===== config.mk =====
export PLATFORM = sky130hd
export DESIGN_NAME = ldq_layer
export DESIGN_NICKNAME = d
export VERILOG_FILES = /design/src/rtl/core/ldq_pkg.sv /design/src/rtl/core/ldq_cell.sv /design/src/rtl/core/ldq_layer.sv
export SDC_FILE = /design/constraint.sdc
export NUM_CORES = 2
export LEC_CHECK = 0
export ABC_AREA = 1
export BUFFER_PORTS_ARGS = -buffer_cell sky130_fd_sc_hd__buf_2
export CAP_MARGIN = 25
export CORE_ASPECT_RATIO = 1.1
export CORE_MARGIN = 2
export CORE_UTILIZATION = 45
export DETAILED_ROUTE_END_ITERATION = 8
export PLACE_DENSITY = 0.71
export SLEW_MARGIN = 25
export SYNTH_ARGS = -nofsm -noshare
export SYNTH_HDL_FRONTEND = slang
export SYNTH_SLANG_ARGS = --single-unit

===== constraint.sdc =====
create_clock -name i_clk -period 11.55 [get_ports i_clk]
set_input_delay 0.5775 -clock i_clk [delete_from_list [all_inputs] [get_ports i_clk]]
set_output_delay 0.5775 -clock i_clk [all_outputs]
set_load 0.05 [all_outputs]

===== src/rtl/core/ldq_pkg.sv =====
// ============================================================================
// ldq_pkg
// Shared types and codes for the layered sorted draw queue: the stored entry,
// per-layer control, status codes, layer codes and register indexes.
// ============================================================================
package ldq_pkg;

    // Layers and store limits
    localparam int LAYER_COUNT = 4;
    localparam int STORE_SLOTS = 64;
    localparam int TOTAL_W     = 7;

    // Input action codes
    localparam logic ACT_INSERT = 1'b0;
    localparam logic ACT_FLUSH  = 1'b1;

    // Layer codes
    localparam logic [1:0] LAYER_DYNAMIC = 2'd1;

    // Result status codes
    localparam logic [2:0] ST_ACCEPTED = 3'd0;
    localparam logic [2:0] ST_CULLED   = 3'd1;
    localparam logic [2:0] ST_BAD_LAYER = 3'd2;
    localparam logic [2:0] ST_FULL     = 3'd3;
    localparam logic [2:0] ST_DRAINED  = 3'd4;
    localparam logic [2:0] ST_EMPTY    = 3'd5;

    // Configuration register indexes
    localparam logic [1:0] CFG_SCREEN_W = 2'd0;
    localparam logic [1:0] CFG_SCREEN_H = 2'd1;
    localparam logic [1:0] CFG_CAMERA_X = 2'd2;
    localparam logic [1:0] CFG_CAMERA_Y = 2'd3;

    // One stored draw entry
    typedef struct packed {
        logic signed [15:0] key;
        logic signed [15:0] x;
        logic signed [15:0] y;
        logic [14:0]        w;
        logic [14:0]        h;
        logic [15:0]        tag;
    } t_entry;

    // Per-layer control: insert the broadcast entry, or shift toward the head
    typedef struct packed {
        logic ins;
        logic shift;
    } t_lay_ctl;

endpackage


===== src/rtl/core/ldq_cell.sv =====
// ============================================================================
// ldq_cell
// One slot of a sorted layer chain. Compares the broadcast key with its own,
// then keeps its entry, takes the new one, or takes its lower neighbor's on
// insert; takes its upper neighbor's entry on a shift toward the head.
// ============================================================================
module ldq_cell (
    input  logic              i_clk,
    input  ldq_pkg::t_lay_ctl i_ctl,
    input  ldq_pkg::t_entry   i_new,
    input  logic              i_occ,
    input  logic              i_prev_occ,
    input  logic              i_prev_ge,
    input  ldq_pkg::t_entry   i_prev_entry,
    input  ldq_pkg::t_entry   i_next_entry,
    output logic              o_ge,
    output ldq_pkg::t_entry   o_entry
);

    ldq_pkg::t_entry r_entry;
    logic            take_new;
    logic            take_prev;

    // Stored key not below the new key: the new entry goes at or before here
    assign o_ge = i_occ && ($signed(i_new.key) <= $signed(r_entry.key));

    // First slot that is free or not below the new key takes the new entry;
    // every slot after it, the first free one included, takes its neighbor's
    assign take_new  = (o_ge || !i_occ) && i_prev_occ && !i_prev_ge;
    assign take_prev = i_prev_ge;

    // Update slot contents
    always_ff @(posedge i_clk) begin
        if (i_ctl.ins) begin
            if (take_new) begin
                r_entry <= i_new;
            end else if (take_prev) begin
                r_entry <= i_prev_entry;
            end
        end else if (i_ctl.shift) begin
            r_entry <= i_next_entry;
        end
    end

    assign o_entry = r_entry;

endmodule


===== src/rtl/core/ldq_layer.sv =====
// ============================================================================
// ldq_layer
// One draw layer: a row of sorted cells plus its fill count. The head cell
// gives the next entry to drain.
// ============================================================================
module ldq_layer #(
    parameter int DEPTH = 16,
    parameter int FW    = $clog2(DEPTH + 1)
) (
    input  logic              i_clk,
    input  logic              i_rst_n,
    input  ldq_pkg::t_lay_ctl i_ctl,
    input  ldq_pkg::t_entry   i_new,
    output logic [FW-1:0]     o_fill,
    output ldq_pkg::t_entry   o_head
);

    logic [FW-1:0]   r_fill;
    logic            occ   [DEPTH];
    logic            ge    [DEPTH];
    ldq_pkg::t_entry entry [DEPTH];

    // Track the number of stored entries
    always_ff @(posedge i_clk) begin
        if (!i_rst_n) begin
            r_fill <= '0;
        end else if (i_ctl.ins) begin
            r_fill <= r_fill + FW'(1);
        end else if (i_ctl.shift) begin
            r_fill <= r_fill - FW'(1);
        end
    end

    // Build the chain of cells
    genvar gi;
    generate
        for (gi = 0; gi < DEPTH; gi++) begin : g_cell
            assign occ[gi] = (r_fill > FW'(gi));
            if (gi == 0) begin : g_head
                ldq_cell u_cell (
                    .i_clk        (i_clk),
                    .i_ctl        (i_ctl),
                    .i_new        (i_new),
                    .i_occ        (occ[gi]),
                    .i_prev_occ   (1'b1),
                    .i_prev_ge    (1'b0),
                    .i_prev_entry (i_new),
                    .i_next_entry (entry[(gi + 1) % DEPTH]),
                    .o_ge         (ge[gi]),
                    .o_entry      (entry[gi])
                );
            end else if (gi == DEPTH - 1) begin : g_tail
                ldq_cell u_cell (
                    .i_clk        (i_clk),
                    .i_ctl        (i_ctl),
                    .i_new        (i_new),
                    .i_occ        (occ[gi]),
                    .i_prev_occ   (occ[gi - 1]),
                    .i_prev_ge    (ge[gi - 1]),
                    .i_prev_entry (entry[gi - 1]),
                    .i_next_entry (entry[gi]),
                    .o_ge         (ge[gi]),
                    .o_entry      (entry[gi])
                );
            end else begin : g_mid
                ldq_cell u_cell (
                    .i_clk        (i_clk),
                    .i_ctl        (i_ctl),
                    .i_new        (i_new),
                    .i_occ        (occ[gi]),
                    .i_prev_occ   (occ[gi - 1]),
                    .i_prev_ge    (ge[gi - 1]),
                    .i_prev_entry (entry[gi - 1]),
                    .i_next_entry (entry[gi + 1]),
                    .o_ge         (ge[gi]),
                    .o_entry      (entry[gi])
                );
            end
        end
    endgenerate

    assign o_fill = r_fill;
    assign o_head = entry[0];

endmodule


# Yosys cells after proc, flatten, opt, wreduce, memory -nomap -nowiden
# Index checks and enable logic that the tools add are counted.
dict set report classes {
  eq_ne 15
  n_reduce_logical 111
  n_mux 63
  addsub 2
  n_lt_le_gt_ge 32
}
# cell n
set op_table {}
lappend op_table {{two-way mux 94 bit} 61}
lappend op_table {{<= comparator 16 bit} 16}
lappend op_table {{logical AND 1 bit} 46}
lappend op_table {{!= test 3 x 1 -> 1 bit, second input constant} 14}
lappend op_table {{> comparator 5 x 4 -> 1 bit, second input constant} 8}
lappend op_table {{AND reduction 2 bit} 16}
lappend op_table {{zero test 1 bit} 31}
lappend op_table {{> comparator 5 x 3 -> 1 bit, second input constant} 4}
lappend op_table {{logical OR 1 bit} 16}
lappend op_table {{> comparator 5 x 1 -> 1 bit, second input constant} 2}
lappend op_table {{> comparator 5 x 2 -> 1 bit, second input constant} 2}
lappend op_table {{two-way mux 5 bit} 2}
lappend op_table {{adder 5 x 1 -> 5 bit, second input constant} 1}
lappend op_table {{subtractor 5 x 1 -> 5 bit, second input constant} 1}
lappend op_table {{nonzero test 2 bit} 2}
lappend op_table {{!= test 2 x 1 -> 1 bit, second input constant} 1}
dict set report totals {
  regBits 1509
  word_cells 320
  output_inout_bits 99
  in_bits 98
}

# Logic depth before layout (Yosys ltp)
dict set report logic_depth {
  ltp_word 7
  mapped_depth 21
  depth_no_buf 18
}

# Modules after synthesis
# A second synthesis with hierarchy kept.
dict set report hier_totals {
  hier_cells 14286
  hier_area_um2 100828.0
}
# mod seq_area_each_um2 cells_each area_per_inst_um2 n_inst
set by_module_without_submodules {}
lappend by_module_without_submodules {{ldq_cell at g_cell[15].g_tail.u_cell ...} 2822.7 887 6268.5 10}
lappend by_module_without_submodules {{ldq_cell at g_cell[0].g_head.u_cell ...} 2822.7 888 6269.8 5}
lappend by_module_without_submodules {{ldq_cell at g_cell[10].g_mid.u_cell} 2822.7 886 6273.5 1}
lappend by_module_without_submodules {ldq_layer 100.1 90 520.5 1}

# Worst setup path before layout
# No wires, ideal clock.
dict set report synth_path {
  path_kind {input to register}
  start {input port i_new[78] (netlist name)}
  end {register g_cell[0].g_head.u_cell.r_entry (netlist bit g_cell[0].g_head.u_cell.o_entry[0]), enable pin}
  t_required_ns 10.874
  arrival_ns 9.113
  setup_ns 0.676
  path_buffers 3
  stages 17
  slack_ns 1.761
  cell_sequence {inv_1 > clkbuf_1 > ha_1 > inv_1 > nand2_1 > nand2_1 > nand2_1 > nand2_1 > nand2_1 > nand2_1 > nand2_1 > nand3_1 > nand3_1 > nor2_2 > buf_2 > buf_2 > o21ai_0}
}
dict set report synth_between {
  elab_chain_len 5
}
# element line_no
set synth_lines {}
lappend synth_lines {{start, declared} ldq_layer.sv:13} ;# input ldq_pkg::t_entry i_new,
lappend synth_lines {{<= comparator 16 bit} ldq_cell.sv:25} ;# assign o_ge = i_occ && ($signed(i_new.key) <= $signed(r_entry.key));
lappend synth_lines {{logical AND 1 bit} ldq_cell.sv:25}
lappend synth_lines {{logical OR 1 bit} ldq_cell.sv:29} ;# assign take_new = (o_ge || !i_occ) && i_prev_occ && !i_prev_ge;
lappend synth_lines {{!= test 2 x 1 -> 1 bit (no source line)} --}
lappend synth_lines {{AND reduction 2 bit (no source line)} --}
lappend synth_lines {{end signal, assigned} ldq_cell.sv:36} ;# r_entry <= i_new;
lappend synth_lines {{end signal, assigned} ldq_cell.sv:38} ;# r_entry <= i_prev_entry;
lappend synth_lines {{end signal, assigned} ldq_cell.sv:41} ;# r_entry <= i_next_entry;
lappend synth_lines {{end, declared} ldq_cell.sv:20} ;# ldq_pkg::t_entry r_entry;
# Every way passes these cells.
# A chain may end at the register's enable or synchronous reset.

# Final worst setup path
dict set report layout_path {
  start {register g_cell[14].g_mid.u_cell.r_entry (netlist bit g_cell[14].g_mid.u_cell.o_entry[93])}
  end {register g_cell[14].g_mid.u_cell.r_entry (netlist bit g_cell[14].g_mid.u_cell.o_entry[21]), enable pin}
}
dict set report layout_between {
  elab_chain_len 7
}
# element line_no
set layout_lines {}
lappend layout_lines {{start, declared} ldq_cell.sv:20}
lappend layout_lines {{start signal, assigned} ldq_cell.sv:36}
lappend layout_lines {{start signal, assigned} ldq_cell.sv:38}
lappend layout_lines {{start signal, assigned} ldq_cell.sv:41}
lappend layout_lines {{<= comparator 16 bit} ldq_cell.sv:25}
lappend layout_lines {{logical AND 1 bit} ldq_cell.sv:25}
lappend layout_lines {{logical OR 1 bit} ldq_cell.sv:29}
lappend layout_lines {{logical AND 1 bit (2 in series)} ldq_cell.sv:29}
lappend layout_lines {{!= test 3 x 1 -> 1 bit (no source line)} --}
lappend layout_lines {{AND reduction 2 bit (no source line)} --}
# Every way passes these cells.

==> results.ini <==
[placement]
hpwl_um=179000
gp_congestion=0.916
io_buffer_count=196

[logic_synthesis]
synth_top_flop_cell=edfxtp_1
synth.area.top_cells=edfxtp_1 (49%), nand2_1 (18%), nand3_1 (15%)
yosysUniqueCellTypes=35
ys_warn_count=0
synth_top_cell_by_area=edfxtp_1
netlist.area_leader.share=0.491
synth-seq-cells=1509
synthesis.area_um2=91900
async_flop_share=0
synth.avg_cell_area_um2=7.67
yosysSeqAreaShare=0.492
syn-num-nets=12300
synth_edf_count=1504
synth_cells=12000

[grt]
grt_pass1_wl_um=440000
antenna_found_initial=11
gr-total-overflow=0
grt_max_degree=204
grt_pass1_vias=74000
grt_util_all_layers=0.265

[sta]
setup_viol=0
fin_crit_sh=0.469
tightest_slew_ns=1.13
slew_viol_final=0
period_minus_slack_ns=5.42
hold_violations=0
fin_skew_ns=0.0335
fmax_ghz=0.185
rsz0062_at_grt=no
slew_headroom=0.248
fin_setup_tns_ns=0

[floorplan]
fp-row-count=173
io_pins=197
fp.dieW_um=435
dieArea_um2=208000
initial_core_util=0.454
die_h_um=478
core_area_um2=203000

[worst_setup_path]
critPathSlowestCell=buf_4
path_cells=inv_1, ha_1, nand2_1, nor3_1, nand2_1, nand2_1, nand2_1, nand4_1, buf_4, nand2_4, a21oi_4, buf_4, buf_4
crit_top_cell=nand2_1
path_class=register to register
critPathArrivalTime_ns=5.86
required_ns=11.99
cp-end-kind=register
crit_family=buffers and inverters
cp_max_fo=60
worstSetupStartpointType=register
critPathBufInv=4
crit_path_max_incr_delay_ns=0.75

[power]
swShare=0.382
p_int_mw=12.4
power.switching_mw=7.65
comb_power_share=0.323
leakagePower_nw=48.1
p_per_area_nw_per_um2=204
p_clk_frac=0.247
power.total_mw=20.0
pwr-share-seq=0.429
ir_drop_mv=0.182

[clock_tree]
tritoncts=built
cts_setup_buffers=0
clkLatencyLatePin_ns=0.83
clockBufferDepth=3
clock-root-buffer=clkbuf_16
clk_pin_slew_ns=0.06
cts_sinks=1509
cts_hold_buf=2
cts_resized=0
htree_levels=4
cts-buffers-inserted=160

[status]
outcome=completed

[route]
drt_iter0_drc=10700
drtPass1Iterations=8
wl_per_cell_um=19.8
drc=0
routed_via_density=5.51
antenna_left=0
dr_total_vias=79100
wirelength_um=284000

[flow_run]
cap_violations=0

[cells_and_area]
drive_gt1_frac=0.0524
final_common_cell=nand2_1
layout_common_cells=nand2_1 (4448), nand3_1 (2704), inv_1 (1561), edfxtp_1 (1504), ha_1 (261)
area.growth.synth_to_final_pct=6.78
nets=11900

[min_path]
hold_path.class=primary input to register

==> Yosys cell counts (all sizes together), types with 5 or more instances <==
cell	instances
nor3	8
a21oi	124
a21o	15
clkbuf	519
edfxtp	1504
nand4	22
nor2	120
nand3	2705
dfxtp	5
ha	261
o21ai	215
nand2	4464
buf	427
inv	1578
==> registers in the layout (all words and copies together), names as in the netlist <==
| register | cells |
|---|---|
| o_fill | 5 |
| g_cell.g_mid.u_cell.o_entry | 1316 |
| g_cell.g_head.u_cell.o_entry | 94 |
| g_cell.g_tail.u_cell.o_entry | 94 |
==> power by group through the flow <==
stage / Clock (mW) / Combinational [mW] / Sequential [mW]
after floorplan: 0 / 4.72 / 8.59
after global placement: 0 / 6.28 / 8.64
after detailed placement: 0 / 6.34 / 8.68
after CTS: 5.00 / 6.37 / 8.58
after global routing: 5.19 / 7.24 / 8.73
final: 4.95 / 6.48 / 8.60
==> layer usage <==
layer | wire [µm] | GRT usage
met1 | 120000 | 0.386
met2 | 125000 | 0.404
met3 | 32300 | 0.0504
met4 | 6330 | 0.0684
met5 | 57 | 0
==> final timing paths <==
| path | startpoint | depth (start not counted) | slack, ns | to |
|---|---|---|---|---|
| max | g_cell[14].g_mid.u_cell.o_entry[93] | 13 | 6.13 | g_cell[14].g_mid.u_cell.o_entry[21] |
| min | i_new[5] | 3 | 0.05 | g_cell[0].g_head.u_cell.o_entry[5] |
| max reg2reg | g_cell[14].g_mid.u_cell.o_entry[93] | 13 | 6.13 | g_cell[14].g_mid.u_cell.o_entry[21] |
| min reg2reg | g_cell[15].g_tail.u_cell.o_entry[6] | 2 | 0.51 | g_cell[14].g_mid.u_cell.o_entry[6] |
==> cell families after synthesis <==
logic type,synth area share
AND/OR/NAND/NOR,0.338
buffers and inverters,0.114
AO/OA/AOI/OAI,0.0207
flip-flops,0.492
adder cells (fa/ha/maj),0.0355
==> area by class of cell <==
class / count / area (µm²)
Antenna cell: 5 / 12.5
Clock buffer: 216 / 4340
Clock inverter: 64 / 457
Fill cell: 19700 / 104000
Inverter: 1578 / 5930
Multi-Input combinational cell: 7943 / 36600
Sequential cell: 1509 / 45300
Tap cell: 2712 / 3390
Timing Repair Buffer: 336 / 2190
==> stage by stage <==
| stage | utilization | area [µm²] | hold slack [ns] | instances | worst slack, ns |
|---|---|---|---|---|---|
| CTS | 0.484 | 98100 | 0.00107 | 14400 | 6.05 |
| global route | 0.484 | 98100 | 0.0385 | 14400 | 5.81 |
| finish | 0.484 | 98100 | 0.0467 | 14400 | 6.13 |
| floorplan | - | 91900 | 0.495 | 12000 | 1.76 |
| global placement | 0.460 | 93200 | 0.498 | 14100 | 5.40 |
| detailed placement | 0.460 | 93200 | 0.503 | 14100 | 5.40 |
==> worst reg2reg max path, stage by stage, from the launching register on <==
cell and delay (ns):
edfxtp_1 0.37, inv_1 0.06, ha_1 0.35, nand2_1 0.11, nor3_1 0.36, nand2_1 0.13
nand2_1 0.07, nand2_1 0.07, nand4_1 0.07, buf_4 0.63, nand2_4 0.65, a21oi_4 0.58
buf_4 0.75, buf_4 0.79
(Power assumes the default switching activity.)
